## src/hw/rtl/hsl_pkg.sv

```systemverilog
// Shared types and constants for the HSL to RGBA converter.
`default_nettype none

package hsl_pkg;

  localparam int unsigned HueW    = 15;
  localparam int unsigned UnitW   = 11;
  localparam int unsigned ByteW   = 8;
  localparam int unsigned WeightW = 12;

  localparam logic [HueW-1:0]  HueFull    = 15'd23040;
  localparam logic [HueW-1:0]  SectorSpan = 15'd3840;
  localparam logic [UnitW-1:0] UnitOne    = 11'd1024;

  // Reciprocal of 15 scaled by 2^20, rounded up; exact for dividends below 2^14.
  localparam logic [16:0] RecipFifteen = 17'd69906;
  localparam int unsigned RecipShift   = 20;

  localparam logic [1:0] CfgSaturation = 2'd0;
  localparam logic [1:0] CfgLuminance  = 2'd1;
  localparam logic [1:0] CfgAlpha      = 2'd2;

  typedef enum logic [2:0] {
    SecRedYellow,
    SecYellowGreen,
    SecGreenCyan,
    SecCyanBlue,
    SecBlueMagenta,
    SecMagentaRed
  } sector_e;

  typedef struct packed {
    sector_e              sector;
    logic [WeightW-1:0]   weight;
  } work_t;

  typedef struct packed {
    logic [UnitW-1:0] chroma;
    logic [UnitW-1:0] offset;
    logic [ByteW-1:0] alpha_byte;
  } color_t;

  typedef struct packed {
    logic full;
    logic empty;
  } queue_stat_t;

endpackage

`default_nettype wire

```

## src/hw/rtl/hsl_to_rgba_converter_top.sv

```systemverilog
// Top level of the HSL to RGBA converter: front end, queue, back end and configuration.
//
// A hue beat on the input channel (hue_position_i, 1/64 degree) gives one RGBA beat on
// the output channel. Saturation, luminance and alpha come from configuration registers
// 0, 1 and 2 (1/1024 units, values above 1024 act as 1024); writes to index 3 are dropped.
// The configuration channel is always ready and should be written while no beat is in
// flight; the derived chroma and offset terms are registered, the offset after the chroma.
// A beat passes through the front register, the queue, the back end stages and the
// output register. Throughput is one beat per cycle while the receiver stays ready;
// each back end multiplier sits in its own pipelined stage. Hues of 23040 and above
// wrap around. When the receiver stalls, the back end holds its stages, the queue fills
// and the front end then drops in_ready_o; no beat is lost. Reset empties all stages and
// the queue and restores saturation 1024, luminance 512 and alpha 1024.
`default_nettype none

module hsl_to_rgba_converter_top #(
  parameter int unsigned QueueDepth = 2
) (
  input  wire logic                      clk_i,
  input  wire logic                      rst_ni,
  input  wire logic                      in_valid_i,
  output logic                           in_ready_o,
  input  wire logic [hsl_pkg::HueW-1:0]  hue_position_i,
  output logic                           out_valid_o,
  input  wire logic                      out_ready_i,
  output logic [hsl_pkg::ByteW-1:0]      red_o,
  output logic [hsl_pkg::ByteW-1:0]      green_o,
  output logic [hsl_pkg::ByteW-1:0]      blue_o,
  output logic [hsl_pkg::ByteW-1:0]      alpha_out_o,
  input  wire logic                      cfg_valid_i,
  output logic                           cfg_ready_o,
  input  wire logic [1:0]                cfg_index_i,
  input  wire logic [hsl_pkg::UnitW-1:0] cfg_data_i
);

  logic                 push, pop;
  hsl_pkg::work_t       wdata, rdata;
  hsl_pkg::queue_stat_t stat;
  hsl_pkg::color_t      color;

  assign cfg_ready_o = 1'b1;

  hsl_cfg u_cfg (
    .clk_i       (clk_i),
    .rst_ni      (rst_ni),
    .cfg_valid_i (cfg_valid_i),
    .cfg_index_i (cfg_index_i),
    .cfg_data_i  (cfg_data_i),
    .color_o     (color)
  );

  hsl_front u_front (
    .clk_i          (clk_i),
    .rst_ni         (rst_ni),
    .in_valid_i     (in_valid_i),
    .in_ready_o     (in_ready_o),
    .hue_position_i (hue_position_i),
    .push_o         (push),
    .work_o         (wdata),
    .stat_i         (stat)
  );

  hsl_fifo #(
    .Depth (QueueDepth)
  ) u_fifo (
    .clk_i   (clk_i),
    .rst_ni  (rst_ni),
    .push_i  (push),
    .wdata_i (wdata),
    .pop_i   (pop),
    .rdata_o (rdata),
    .stat_o  (stat)
  );

  hsl_back u_back (
    .clk_i       (clk_i),
    .rst_ni      (rst_ni),
    .stat_i      (stat),
    .work_i      (rdata),
    .pop_o       (pop),
    .color_i     (color),
    .out_valid_o (out_valid_o),
    .out_ready_i (out_ready_i),
    .red_o       (red_o),
    .green_o     (green_o),
    .blue_o      (blue_o),
    .alpha_out_o (alpha_out_o)
  );

  a_queue_status: assert property (@(posedge clk_i) disable iff (!rst_ni)
    !(stat.full && stat.empty))
    else $error("Queue reports full and empty together.");

  a_no_pop_on_stall: assert property (@(posedge clk_i) disable iff (!rst_ni)
    (out_valid_o && !out_ready_i) |-> !pop)
    else $error("Queue popped while the output beat is stalled.");

  a_ready_low_only_when_full: assert property (@(posedge clk_i) disable iff (!rst_ni)
    !in_ready_o |-> stat.full)
    else $error("Input held off while the queue has room.");

  a_no_push_when_full: assert property (@(posedge clk_i) disable iff (!rst_ni)
    (stat.full && !pop) |=> !(stat.empty))
    else $error("Full queue drained without a pop.");

endmodule

`default_nettype wire

```

## src/hw/rtl/hsl_cfg.sv

```systemverilog
// Configuration registers and the chroma, offset and alpha terms derived from them.
`default_nettype none

module hsl_cfg (
  input  wire logic                      clk_i,
  input  wire logic                      rst_ni,
  input  wire logic                      cfg_valid_i,
  input  wire logic [1:0]                cfg_index_i,
  input  wire logic [hsl_pkg::UnitW-1:0] cfg_data_i,
  output hsl_pkg::color_t                color_o
);

  logic [hsl_pkg::UnitW-1:0] sat_q, lum_q, alp_q;
  logic [hsl_pkg::UnitW-1:0] sat_c, lum_c, alp_c;
  logic [hsl_pkg::UnitW:0]   twol, lum_dist;
  logic [hsl_pkg::UnitW-1:0] span;
  logic [21:0]               cprod;
  logic [18:0]               aprod;
  logic [hsl_pkg::UnitW-1:0] c_q, l_q, m_q;
  logic [hsl_pkg::ByteW-1:0] a_q;

  always_ff @(posedge clk_i or negedge rst_ni) begin
    if (!rst_ni) begin
      sat_q <= hsl_pkg::UnitOne;
      lum_q <= 11'd512;
      alp_q <= hsl_pkg::UnitOne;
    end else if (cfg_valid_i) begin
      case (cfg_index_i)
        hsl_pkg::CfgSaturation: sat_q <= cfg_data_i;
        hsl_pkg::CfgLuminance:  lum_q <= cfg_data_i;
        hsl_pkg::CfgAlpha:      alp_q <= cfg_data_i;
        default: ;
      endcase
    end
  end

  always_comb begin
    sat_c    = (sat_q > hsl_pkg::UnitOne) ? hsl_pkg::UnitOne : sat_q;
    lum_c    = (lum_q > hsl_pkg::UnitOne) ? hsl_pkg::UnitOne : lum_q;
    alp_c    = (alp_q > hsl_pkg::UnitOne) ? hsl_pkg::UnitOne : alp_q;
    twol     = {lum_c, 1'b0};
    lum_dist = (twol >= {1'b0, hsl_pkg::UnitOne}) ? twol - {1'b0, hsl_pkg::UnitOne}
                                                  : {1'b0, hsl_pkg::UnitOne} - twol;
    span     = hsl_pkg::UnitW'({1'b0, hsl_pkg::UnitOne} - lum_dist);
    cprod    = 22'(span) * 22'(sat_c);
    aprod    = ({8'd0, alp_c} << 8) - {8'd0, alp_c};
  end

  // Chroma is registered from the stored settings, and the offset settles in the cycle after the chroma.
  always_ff @(posedge clk_i) begin
    c_q <= cprod[20:10];
    l_q <= lum_c;
    m_q <= l_q - {1'b0, c_q[hsl_pkg::UnitW-1:1]};
    a_q <= aprod[17:10];
  end

  assign color_o.chroma     = c_q;
  assign color_o.offset     = m_q;
  assign color_o.alpha_byte = a_q;

endmodule

`default_nettype wire

```

## src/hw/rtl/hsl_front.sv

```systemverilog
// Front end: takes a hue beat, wraps it onto the circle and finds its sector and weight.
`default_nettype none

module hsl_front (
  input  wire logic                     clk_i,
  input  wire logic                     rst_ni,
  input  wire logic                     in_valid_i,
  output logic                          in_ready_o,
  input  wire logic [hsl_pkg::HueW-1:0] hue_position_i,
  output logic                          push_o,
  output hsl_pkg::work_t                work_o,
  input  wire hsl_pkg::queue_stat_t     stat_i
);

  logic                     fv_q, fv_d;
  logic [hsl_pkg::HueW-1:0] h_q, h_wrap;
  logic [1:0]               pair;
  logic [hsl_pkg::HueW-1:0] hm, hd;
  logic                     odd;

  assign push_o     = fv_q & ~stat_i.full;
  assign in_ready_o = ~fv_q | push_o;
  assign h_wrap     = (hue_position_i >= hsl_pkg::HueFull) ?
                      hue_position_i - hsl_pkg::HueFull : hue_position_i;

  always_comb begin
    fv_d = fv_q;
    if (in_valid_i && in_ready_o) begin
      fv_d = 1'b1;
    end else if (push_o) begin
      fv_d = 1'b0;
    end
  end

  always_ff @(posedge clk_i or negedge rst_ni) begin
    if (!rst_ni) begin
      fv_q <= 1'b0;
    end else begin
      fv_q <= fv_d;
    end
  end

  always_ff @(posedge clk_i) begin
    if (in_valid_i && in_ready_o) begin
      h_q <= h_wrap;
    end
  end

  always_comb begin
    if (h_q >= 15'd15360) begin
      pair = 2'd2;
      hm   = h_q - 15'd15360;
    end else if (h_q >= 15'd7680) begin
      pair = 2'd1;
      hm   = h_q - 15'd7680;
    end else begin
      pair = 2'd0;
      hm   = h_q;
    end
    odd = (hm >= hsl_pkg::SectorSpan);
    hd  = odd ? hm - hsl_pkg::SectorSpan : hsl_pkg::SectorSpan - hm;
    work_o.weight = hsl_pkg::WeightW'(hsl_pkg::SectorSpan - hd);
    work_o.sector = hsl_pkg::sector_e'({pair, odd});
  end

endmodule

`default_nettype wire

```

## src/hw/rtl/hsl_fifo.sv

```systemverilog
// Short queue that decouples the front end from the arithmetic back end.
`default_nettype none

module hsl_fifo #(
  parameter int unsigned Depth = 2
) (
  input  wire logic                 clk_i,
  input  wire logic                 rst_ni,
  input  wire logic                 push_i,
  input  wire hsl_pkg::work_t       wdata_i,
  input  wire logic                 pop_i,
  output hsl_pkg::work_t            rdata_o,
  output hsl_pkg::queue_stat_t      stat_o
);

  localparam int unsigned PtrW = (Depth > 1) ? $clog2(Depth) : 1;
  localparam int unsigned CntW = $clog2(Depth + 1);

  hsl_pkg::work_t  mem_q [Depth];
  logic [PtrW-1:0] wptr_q, rptr_q;
  logic [CntW-1:0] cnt_q;

  assign stat_o.full  = (cnt_q == CntW'(Depth));
  assign stat_o.empty = (cnt_q == '0);
  assign rdata_o      = mem_q[rptr_q];

  always_ff @(posedge clk_i or negedge rst_ni) begin
    if (!rst_ni) begin
      wptr_q <= '0;
      rptr_q <= '0;
      cnt_q  <= '0;
    end else begin
      if (push_i) begin
        wptr_q <= (wptr_q == PtrW'(Depth - 1)) ? '0 : wptr_q + 1'b1;
      end
      if (pop_i) begin
        rptr_q <= (rptr_q == PtrW'(Depth - 1)) ? '0 : rptr_q + 1'b1;
      end
      if (push_i && !pop_i) begin
        cnt_q <= cnt_q + 1'b1;
      end else if (pop_i && !push_i) begin
        cnt_q <= cnt_q - 1'b1;
      end
    end
  end

  always_ff @(posedge clk_i) begin
    if (push_i) begin
      mem_q[wptr_q] <= wdata_i;
    end
  end

endmodule

`default_nettype wire

```

## src/hw/rtl/hsl_back.sv

```systemverilog
// Back end: scales chroma by the sector weight, places the channels and converts to bytes.
`default_nettype none

module hsl_back (
  input  wire logic                      clk_i,
  input  wire logic                      rst_ni,
  input  wire hsl_pkg::queue_stat_t      stat_i,
  input  wire hsl_pkg::work_t            work_i,
  output logic                           pop_o,
  input  wire hsl_pkg::color_t           color_i,
  output logic                           out_valid_o,
  input  wire logic                      out_ready_i,
  output logic [hsl_pkg::ByteW-1:0]      red_o,
  output logic [hsl_pkg::ByteW-1:0]      green_o,
  output logic [hsl_pkg::ByteW-1:0]      blue_o,
  output logic [hsl_pkg::ByteW-1:0]      alpha_out_o
);

  logic                      adv;
  logic                      v1_q, v2_q, ov_q;
  hsl_pkg::sector_e          sec1_q, sec2_q;
  logic [13:0]               q1_q;
  logic [hsl_pkg::UnitW-1:0] x2_q;
  logic [22:0]               wprod;
  logic [30:0]               rprod;
  logic [hsl_pkg::UnitW-1:0] cr, cg, cb;
  logic [7:0]                rb, gb, bb;

  function automatic logic [7:0] to_byte(input logic [hsl_pkg::UnitW-1:0] comp,
                                         input logic [hsl_pkg::UnitW-1:0] offs);
    logic [11:0] v;
    logic [19:0] p;
    v = {1'b0, comp} + {1'b0, offs};
    p = ({8'd0, v} << 8) - {8'd0, v};
    to_byte = (p[19:10] > 10'd255) ? 8'd255 : p[17:10];
  endfunction

  assign adv         = ~ov_q | out_ready_i;
  assign pop_o       = adv & ~stat_i.empty;
  assign out_valid_o = ov_q;

  assign wprod = 23'(color_i.chroma) * 23'(work_i.weight);
  assign rprod = 31'(q1_q) * 31'(hsl_pkg::RecipFifteen);

  always_comb begin
    cr = '0;
    cg = '0;
    cb = '0;
    case (sec2_q)
      hsl_pkg::SecRedYellow:   begin cr = color_i.chroma; cg = x2_q; end
      hsl_pkg::SecYellowGreen: begin cr = x2_q; cg = color_i.chroma; end
      hsl_pkg::SecGreenCyan:   begin cg = color_i.chroma; cb = x2_q; end
      hsl_pkg::SecCyanBlue:    begin cg = x2_q; cb = color_i.chroma; end
      hsl_pkg::SecBlueMagenta: begin cr = x2_q; cb = color_i.chroma; end
      default:                 begin cr = color_i.chroma; cb = x2_q; end
    endcase
    rb = to_byte(cr, color_i.offset);
    gb = to_byte(cg, color_i.offset);
    bb = to_byte(cb, color_i.offset);
  end

  always_ff @(posedge clk_i or negedge rst_ni) begin
    if (!rst_ni) begin
      v1_q <= 1'b0;
      v2_q <= 1'b0;
      ov_q <= 1'b0;
    end else if (adv) begin
      v1_q <= pop_o;
      v2_q <= v1_q;
      ov_q <= v2_q;
    end
  end

  // Division by 3840 is a right shift by eight bits followed by a reciprocal multiply for 15.
  always_ff @(posedge clk_i) begin
    if (adv) begin
      sec1_q      <= work_i.sector;
      q1_q        <= wprod[21:8];
      sec2_q      <= sec1_q;
      x2_q        <= rprod[hsl_pkg::RecipShift +: hsl_pkg::UnitW];
      red_o       <= rb;
      green_o     <= gb;
      blue_o      <= bb;
      alpha_out_o <= color_i.alpha_byte;
    end
  end

endmodule

`default_nettype wire

```

## config.mk

```make
export PLATFORM = sky130hd
export DESIGN_NAME = hsl_to_rgba_converter_top
export DESIGN_NICKNAME = d
export VERILOG_FILES = /design/src/hw/rtl/hsl_pkg.sv /design/src/hw/rtl/hsl_to_rgba_converter_top.sv /design/src/hw/rtl/hsl_cfg.sv /design/src/hw/rtl/hsl_front.sv /design/src/hw/rtl/hsl_fifo.sv /design/src/hw/rtl/hsl_back.sv
export SDC_FILE = /design/constraint.sdc
export NUM_CORES = 1
export LEC_CHECK = 0
export ABC_AREA = 1
export BUFFER_PORTS_ARGS = -buffer_cell sky130_fd_sc_hd__buf_2
export CAP_MARGIN = 10
export CORE_MARGIN = 4
export CORE_UTILIZATION = 50
export DETAILED_ROUTE_END_ITERATION = 6
export PLACE_DENSITY = 0.67
export SYNTH_ARGS = -nofsm -noshare
export SYNTH_HDL_FRONTEND = slang
export SYNTH_SLANG_ARGS = --single-unit
```

## constraint.sdc

```tcl
create_clock -name clk_i -period 11.62 [get_ports clk_i]
set_clock_uncertainty 0.05 [all_clocks]
set_input_delay 0.581 -clock clk_i [delete_from_list [all_inputs] [get_ports clk_i]]
set_output_delay 0.581 -clock clk_i [all_outputs]
set_load 0.02 [all_outputs]
```

Yosys cells after proc, flatten, opt, wreduce, memory -nomap -nowiden --
Memories as Yosys holds them, arrays and structs flattened. Cells that the tools add are included. Widths: inputs -> output; s select.
Storage, ports and cells: register bits after elaboration 160, bits in latches 0, memory bits (writable) 30, memory bits (read-only) 0, input port bits 33, output and inout port bits 35, word-level logic and storage cells 114, memories kept 1
Cells by class: $add $sub $neg 21, multipliers 3, div/mod/pow operators 0, order comparisons 11, eq/ne operators 7, shift operators 0, multiplexer cells 21, bitwise gates (word level) 8, reduce and logical (&&, ||, !) cells 19
Memory list:
- u_fifo.mem_q | words 2, bits a word 15, read ports 1, clocked after memory_dff 0, write ports 1, RTL line hsl_fifo.sv:19 | hsl_pkg::work_t mem_q [Depth];
Operators by type and width (number):
- $pmux 11 s2 | 3
- $sub 20x12->20 | 3
- $mux 15 | 3
- $mux 11 | 4
- $add 11x11->12 | 3
- $gt 11x11->1 const B | 3
- $gt 10x8->1 const B | 3
- $mul 14x16->30 const B | 1
- $sub 12x12->12 const A | 2
- $mul 11x12->22 | 1
- $sub 11x11->11 const A | 2
- $mul 11x11->21 | 1
- $sub 18x11->18 | 1
- $ge 15x12->1 const B | 1
- $ge 15x13->1 const B | 1
- $ge 15x14->1 const B | 1
- $ge 15x15->1 const B | 1
- $sub 15x13->15 const B | 1
- $sub 15x14->15 const B | 1
- $sub 15x15->15 const B | 1
- $ge 12x11->1 const B | 1
- $mux 12 | 1
- $reduce_or 2->1 | 6
- $sub 12x12->12 const B | 1
- 21 further kinds | 44

Longest topological paths before layout --
Gate-level depths: netlist of the first run.
depth in word-level cells 7, mapped depth 35, gate-level depth less buffers 34

Cells and area by module --
A second synthesis of the first run with hierarchy kept.
Second synthesis, totals: cell total of the unflattened synthesis 2844, area, all modules 22066.2 um^2
Modules (own cells, without submodules):
- hsl_back | times used 1, cells an instance 1616, area an instance 11946.5 um^2, seq. area each 1966.9 um^2
- hsl_cfg | times used 1, cells an instance 906, area an instance 6966.7 um^2, seq. area each 1650.3 um^2
- hsl_front | times used 1, cells an instance 248, area an instance 1800.5 um^2, seq. area each 475.5 um^2
- hsl_fifo | times used 1, cells an instance 72, area an instance 1341.3 um^2, seq. area each 1001.0 um^2
- hsl_to_rgba_converter_top | times used 1, cells an instance 2, area an instance 11.3 um^2, seq. area each 0.0 um^2

Worst setup path after synthesis of the first run --
Ideal clock, no wire load.
kind flip-flop to flip-flop, start point reg u_cfg.lum_q[10] (netlist bit), end point reg u_cfg.c_q[7] (netlist bit), library setup time 72 ps, data arrival time 6099 ps, data required time 11498 ps, slack 5399 ps, cell stages (with the launch flop) 34, path buffers 2, period minus slack after synthesis 6221 ps, cell sequence dfrtp_1 -> buf_4 -> inv_1 -> nand2_1 -> buf_4 -> ha_1 -> nand2_1 -> o21ai_1 -> nor2_1 -> nand3_1 -> nor2_1 -> inv_1 -> nor2_1 -> nand2_1 -> o21ai_0 -> nand2_1 -> inv_1 -> nand2_1 -> fa_1 -> inv_1 -> fa_1 -> fa_1 -> fa_1 -> inv_1 -> fa_1 -> inv_1 -> ha_1 -> nand2_1 -> nor4_1 -> nand4_1 -> o2111ai_1 -> nand2_1 -> nand2_1 -> xor2_1
On the way: word-level cells in the longest chain between the ends 6, elaborated cells on any way between the ends 8, those cells by class 3 x add/sub; 1 x mul; 2 x order compare; 2 x mux
RTL lines:
- start: declaration | RTL line hsl_cfg.sv:13 | logic [hsl_pkg::UnitW-1:0] sat_q, lum_q, alp_q;
- start signal: assignment | RTL line hsl_cfg.sv:30 | hsl_pkg::CfgLuminance: lum_q <= cfg_data_i;
- $gt 11x11->1 | RTL line hsl_cfg.sv:39 | lum_c = (lum_q > hsl_pkg::UnitOne) ? hsl_pkg::UnitOne : lum_q;
- $mux 11 * | RTL line hsl_cfg.sv:39
- $sub 11x11->11, or another cell as far along | RTL line hsl_cfg.sv:43 | : {1'b0, hsl_pkg::UnitOne} - twol;
- $mux 11 * | RTL line hsl_cfg.sv:42 | lum_dist = (twol >= {1'b0, hsl_pkg::UnitOne}) ? twol - {1'b0, hsl_pkg::UnitOne}
- $sub 11x11->11 * | RTL line hsl_cfg.sv:44 | span = hsl_pkg::UnitW'({1'b0, hsl_pkg::UnitOne} - lum_dist);
- $mul 11x11->21 * | RTL line hsl_cfg.sv:45 | cprod = 22'(span) * 22'(sat_c);
- via u_cfg.cprod[17] | RTL line hsl_cfg.sv:17 | logic [21:0] cprod;
- end signal: assignment | RTL line hsl_cfg.sv:51 | c_q <= cprod[20:10];
- end: declaration | RTL line hsl_cfg.sv:19 | logic [hsl_pkg::UnitW-1:0] c_q, l_q, m_q;
Mark *: on every way through the listed nets, which the timed path passes. The rest lies on a longest branch. A chain may end at the register's enable or synchronous reset.

Final worst setup path of the first run --
Same ends and word-level chain as after synthesis.

==> results.json, run 1 <==
{
  "ys_seq_area_share_pct": 24.9,
  "dpl_cell_area_um2": 21300,
  "dieArea_um2": 44200,
  "min_path_type": "input port to asynchronous set/reset pin",
  "rsz0062_at_grt": "false",
  "status": "complete, no violations",
  "fin_nets": 2992,
  "portBuffers": 66,
  "post-route-min-period_ns": 7.02,
  "grt_pass1_wl_um": 78700,
  "worst_ep_arrival_time_ns": 7.38,
  "synth_enable_flop_cells": 108,
  "clock-sinks": 190,
  "path_class": "register to register",
  "fill_cells": 3753,
  "n_antenna_cell": 0,
  "cp.required_ns": 11.98,
  "coreArea_um2": 40100,
  "worstSkewPairLatency_ns": 0.47,
  "drcViolationCount": 0,
  "multi_input_area_um2": 13400,
  "drive_above_1_share_pct": 6.65,
  "synthCells": 2473,
  "yosys_warnings": 0,
  "antenna_left": 0,
  "hpwl_um": 38900,
  "drv_slew": 0,
  "ctsResizeCount": 0,
  "grt_pass1_vias": 16263,
  "synth.top_cell.area_share_pct": 17.4,
  "via_count": 16040,
  "die-height_um": 210,
  "gp_congestion": 0.908,
  "crit_path_frequent_cell": "nand2_1",
  "synth_area_leaders": "fa_1 17%, edfxtp_1 16%, ha_1 15%",
  "syn_area_um2": 20500,
  "cts-root-buf": "clkbuf_16",
  "ctsHtreeMaxLevel": 4,
  "setup_viol": 0,
  "synthFlopType": "edfxtp_1",
  "numCtsBuffers": 17,
  "drt-initial-drc-count": 1127,
  "vias_per_cell": 5.23,
  "grt_max_degree": 67,
  "crit_path_max_incr_delay_ns": 0.56,
  "synth.distinct_cells": 57,
  "drt-total-wl_um": 46800,
  "critPathSlowestCell": "fa_1",
  "setup.worst_path.end_class": "register",
  "cp_num_buf_inv": 6,
  "die_w_um": 210,
  "tns_ns": 0,
  "rows": 73,
  "worst-path-max-fanout": 11,
  "grt_overflow": 0,
  "finalHoldViolCount": 0,
  "syn_avg_cell_area_um2": 8.28,
  "clock_path_buffers": 2,
  "max_freq_mhz": 142,
  "areaGrowthSynthToFinish_pct": 7.26,
  "cts_tree": "done",
  "synth_fp_nets": 2936,
  "worst_slew_pin_slew_ns": 1.12,
  "fin_area_um2": 22000,
  "async_flop_share_pct": 21.6,
  "drt_pass1_iterations": 6,
  "path_delay_family": "adder cells",
  "maxCapViolCount": 0,
  "wire_per_inst_um": 15.3,
  "boundaryPins": 68,
  "ff_latch_area_um2": 5090,
  "slew_headroom_pct": 24.7,
  "postCtsSetupRepairBufs": 0,
  "cp-start-kind": "register",
  "ys_ff_latch": 190,
  "synth_top_cell_by_area": "fa_1",
  "hold_buffers": 0,
  "path_clk_slew_ns": 0.09,
  "start_util_pct": 51.0,
  "finalCritPeriodShare_pct": 60.4,
  "gr-usage-all-layers_pct": 21.7,
  "antenna_found_initial": 0
}
## final cells by class
class | count | area share, %
Sequential cell | 190 | 23.2
Clock inverter | 15 | 0.889
Clock buffer | 17 | 1.94
Inverter | 486 | 8.32
Multi-Input combinational cell | 1764 | 61.0
Timing Repair Buffer | 70 | 1.63
Tap cell | 525 | 2.99
## through the flow
stage	setup WS (ns)	utilization [%]	cells	hold WS (ns)
6_report	4.60	54.8	3067	0.189
5_1_grt	4.02	54.8	3067	0.219
3_3_place_gp	4.90	53.2	3034	0.339
4_1_cts	4.65	54.7	3066	0.204
3_5_place_dp	4.72	53.2	3034	0.341
2_1_floorplan	5.40	-	2473	0.235
## worst reg2reg max path: cells and delay by family (launching register included)
kind | cells | cell delay (ns)
AOI/OAI and AO/OA | 3 | 0.40
and+or+nand+nor | 14 | 1.98
DFF | 1 | 0.47
buffers and inverters | 6 | 0.57
adders and majority gates | 7 | 3.32
xor gates and xnor gates | 1 | 0.14
## cell usage in the layout (no fill, tap or decap), types with 17 or more instances in the layout
cell type / count
a21oi_1: 103
buf_2: 67
clkbuf_16: 17
dfrtp_1: 38
dfxtp_1: 41
edfxtp_1: 108
fa_1: 178
ha_1: 252
inv_1: 471
nand2_1: 464
nand3_1: 85
nand4_1: 33
nor2_1: 232
nor3_1: 20
o21ai_0: 101
o22ai_1: 33
xnor2_1: 32
xor2_1: 91
## synth_stat cells (all sizes together), types with 4 or more instances
cell type / instances
dfxtp: 41
a31oi: 9
nor3: 20
o21ai: 119
o22ai: 33
nand4: 33
fa: 178
dfrtp: 38
xnor2: 32
buf: 6
xor2: 92
nand3: 89
clkinv: 7
and2: 4
nand3b: 6
clkbuf: 27
nor2: 240
a21o: 8
nor4: 11
o21bai: 9
or2: 21
ha: 252
nand2: 483
inv: 479
a21oi: 104
edfxtp: 108
## cell families after synthesis
group                      synth area share [%]
and+or+nand+nor                            19.0
buffers and inverters                      9.66
adders and majority gates                  32.8
AOI/OAI and AO/OA                          8.27
DFF                                        24.9
xor gates and xnor gates                   5.34
other                                    0.0183
## state kept, by name, summed over array words and instances (netlist names), 8 cells and up
name and cells:
u_cfg.l_q 11, u_front.h_q 15, u_cfg.sat_q 11, u_cfg.a_q 8, u_cfg.alp_q 11, u_back.green_o 8
u_back.blue_o 8, u_cfg.c_q 11, u_back.red_o 8, u_cfg.m_q 11, u_back.x2_q 11, u_back.q1_q 14
u_fifo.mem_q 30, u_cfg.lum_q 11, u_back.alpha_out_o 8
## worst paths after layout
path,slack [ns],end,start,depth (start not counted)
max,4.60,u_cfg.c_q[7],u_cfg.lum_q[10],31
min,0.19,u_cfg.alp_q[2],rst_ni,1
max reg2reg,4.60,u_cfg.c_q[7],u_cfg.lum_q[10],31
min reg2reg,0.36,u_back.alpha_out_o[7],u_cfg.a_q[7],0
max in group asynchronous,10.76,u_cfg.lum_q[7],rst_ni,1
min in group clk_i,0.24,u_front.h_q[5],hue_position_i[5],1
## layer usage
| layer | GRT usage [%] | vias up | wire length (um) |
|---|---|---|---|
| met4 | 7.36 | 0 | 1450 |
| met2 | 37.0 | 397 | 22400 |
| met3 | 3.50 | 89 | 2110 |
| met5 | 0 | - | 0 |
| li1 | - | 7999 | - |
| met1 | 28.4 | 7555 | 20900 |
Power of run 1 is left out: the tool's default activity adds up to more than one toggle a clock period on the data nets, which glitch-free logic cannot reach.
==> inputs of run 2 (changes only) <==
--- a/config.mk
+++ b/config.mk
@@ -5,13 +5,13 @@
 export SDC_FILE = /design/constraint.sdc
 export NUM_CORES = 1
 export LEC_CHECK = 0
-export ABC_AREA = 1
+export ABC_AREA = 0
 export BUFFER_PORTS_ARGS = -buffer_cell sky130_fd_sc_hd__buf_2
 export CAP_MARGIN = 10
 export CORE_MARGIN = 4
 export CORE_UTILIZATION = 50
 export DETAILED_ROUTE_END_ITERATION = 6
-export PLACE_DENSITY = 0.67
+export PLACE_DENSITY = 0.7
 export SYNTH_ARGS = -nofsm -noshare
 export SYNTH_HDL_FRONTEND = slang
 export SYNTH_SLANG_ARGS = --single-unit
==> constraint.sdc (replaced) <==
create_clock -name clk_i -period 6.1 [get_ports clk_i]
set_clock_uncertainty 0.05 [all_clocks]
set_input_delay 0.305 -clock clk_i [delete_from_list [all_inputs] [get_ports clk_i]]
set_output_delay 0.305 -clock clk_i [all_outputs]
set_load 0.02 [all_outputs]
==> results.json, run 2 <==
{
  "antenna_found_initial": 0,
  "ctsHtreeMaxLevel": 4,
  "synth_area_leaders": "fa_1 17%, edfxtp_1 16%, ha_1 15%",
  "final_common_cell": "inv_1",
  "worst_slew_pin_slew_ns": 0.968,
  "cts-root-buf": "clkbuf_16",
  "fin_area_um2": 23600,
  "whs_path_depth": 3,
  "gr-usage-met2_pct": 36.0,
  "top_regs": "u_fifo.mem_q (30), u_front.h_q (15), u_back.q1_q (14)",
  "setup.worst_path.end_class": "register",
  "grt_overflow": 0,
  "n_antenna_cell": 0,
  "hold_start": "cfg_data_i[10]",
  "status": "finished with violations",
  "reg2reg_slack_ns": -0.26,
  "synth_top_cell_by_area": "fa_1",
  "drive_above_1_share_pct": 17.0,
  "dp_cells": 2825,
  "path_clk_slew_ns": 0.08,
  "rsz0062_at_grt": "true",
  "mostFrequentLayoutCells": "294 x inv_1, 262 x nand2_1, 239 x ha_1",
  "hpwl_um": 37800,
  "async_flop_share_pct": 21.6,
  "worstSkewPairLatency_ns": 0.47,
  "coreArea_um2": 40200,
  "dieArea_um2": 44400,
  "drt-total-wl_um": 46900,
  "reg2reg_from": "u_cfg.lum_q[10]",
  "synthCells": 2203,
  "use_met3_pct": 4.29,
  "maxCapViolCount": 0,
  "portBuffers": 66,
  "gr-usage-all-layers_pct": 21.3,
  "drcViolationCount": 0,
  "finalCritPeriodShare_pct": 104,
  "post-route-min-period_ns": 6.36,
  "violations": "negative setup slack",
  "cp.required_ns": 6.41,
  "synth_common_cells": "302 x inv_1, 267 x nand2_1, 252 x ha_1",
  "ys_ff_latch": 190,
  "antenna_left": 0,
  "start_util_pct": 51.1,
  "finalHoldWorstSlack_ns": 0.0449,
  "via_count": 15783,
  "path_class": "register to register",
  "syn_area_um2": 20500,
  "synth_enable_flop_cells": 108,
  "gp_congestion": 0.897,
  "min_path_type": "input port to register",
  "drt-initial-drc-count": 865,
  "regMostFlops": "u_fifo.mem_q",
  "synth_fp_nets": 2666,
  "grt_pass1_wl_um": 77800,
  "setup_viol": 4,
  "synth.distinct_cells": 94,
  "cp-start-kind": "register",
  "final.setup.worst_slack_ns": -0.256,
  "clock-sinks": 190,
  "hold_end": "u_cfg.sat_q[10]",
  "vias_per_cell": 5.43,
  "largest_reg_flops": 30,
  "finalHoldViolCount": 0,
  "synthMostInstantiatedCell": "inv_1",
  "worst-path-max-fanout": 5,
  "regToRegEndpoint": "u_cfg.c_q[6]",
  "worst_ep_arrival_time_ns": 6.67,
  "max_freq_mhz": 157,
  "boundaryPins": 68,
  "grt-busiest-layer": "met2",
  "die_w_um": 211,
  "die-height_um": 211,
  "synth.top_cell.area_share_pct": 17.4,
  "drv_slew": 0,
  "grt_max_degree": 68,
  "syn_avg_cell_area_um2": 9.32,
  "reg2regPathDepth": 27,
  "cts_tree": "done",
  "numCtsBuffers": 17,
  "use_met1_pct": 28.1,
  "grt_pass1_vias": 16017,
  "finish.utilization_pct": 58.8,
  "wire_per_inst_um": 16.1,
  "rows": 73,
  "fin_cells": 2907,
  "dpl_cell_area_um2": 22200,
  "areaGrowthSynthToFinish_pct": 15.0,
  "slew_headroom_pct": 35.5,
  "drt_pass1_iterations": 5,
  "fin_nets": 2832,
  "ys_seq_area_share_pct": 24.8,
  "yosys_warnings": 0,
  "clock_path_buffers": 2,
  "synthFlopType": "edfxtp_1"
}
[run 2: worst max path at each step]
stage	startpoint	cells past startpoint	end	slack, ns
3_3_place_gp	u_cfg.lum_q[10]	29	u_cfg.c_q[10]	-0.31
3_5_place_dp	u_cfg.lum_q[10]	29	u_cfg.c_q[10]	-0.35
2_1_floorplan	u_cfg.lum_q[10]	31	u_cfg.c_q[10]	-0.51
6_report	u_cfg.lum_q[10]	27	u_cfg.c_q[6]	-0.26
5_1_grt	u_cfg.lum_q[10]	28	u_cfg.c_q[10]	-0.51
4_1_cts	u_cfg.lum_q[10]	30	u_cfg.c_q[10]	-0.22
[run 2: cell type report]
cell class                      count  area (um2)
Fill cell                        3401       16600
Inverter                          305        1150
Clock inverter                     15         181
Sequential cell                   190        5090
Multi-Input combinational cell   1631       14500
Tap cell                          525         657
Clock buffer                       17         425
Timing Repair Buffer              224        1600
[run 2: what timing repair did]
action / 4_1_cts / 5_1_grt
endpoints found under the hold margin: 48 / 0
gates cloned: 0 / 1
resized for setup: 17 / 62
pin swaps: 39 / 54
hold buffers: 11 / 0
setup endpoints to repair: 8 / 31
buffers inserted: 15 / 25
[run 2: cells by family after synthesis]
family	after synthesis	share of synthesized area [%]
other	1	0.0183
multiplexers	66	3.56
XOR/XNOR	123	5.25
flip-flops	190	24.8
adder cells (fa/ha/maj)	430	32.7
AND/OR/NAND/NOR	673	15.0
buffers and inverters	382	7.13
AO/OA/AOI/OAI	338	11.5
[run 2: critical path: stages (launching register included)]
cell and delay, ns:
dfrtp_1 0.42, nor2b_2 0.16, clkinv_2 0.10, ha_4 0.20, o211a_1 0.16, or3_4 0.34, a21oi_4 0.26, buf_4 0.18
nor4_4 0.04, xor2_1 0.19, nand2b_4 0.17, fa_1 0.52, inv_2 0.04, fa_1 0.54, fa_1 0.44, fa_1 0.51
inv_1 0.05, fa_1 0.47, inv_1 0.04, ha_2 0.17, a21oi_2 0.12, nor2b_1 0.05, a41o_1 0.24, buf_4 0.14
buf_6 0.10, or2_4 0.22, a21o_1 0.19, xor2_1 0.13
[run 2: metrics by stage]
| stage | TNS, ns | setup slack [ns] |
|---|---|---|
| 3_3_place_gp | -0.877 | -0.306 |
| 5_1_grt | -2.32 | -0.507 |
| 3_5_place_dp | -1.23 | -0.354 |
| 4_1_cts | -0.486 | -0.219 |
| 2_1_floorplan | -1.90 | -0.508 |
| 6_report | -0.680 | -0.256 |
[run 2: per-layer routing]
metal	share of wire [%]	vias up
met3	5.1	80
li1	-	7723
met1	45	7599
met5	0	-
met4	2.4	0
met2	48	381
Power of run 2 is left out for the same reason.
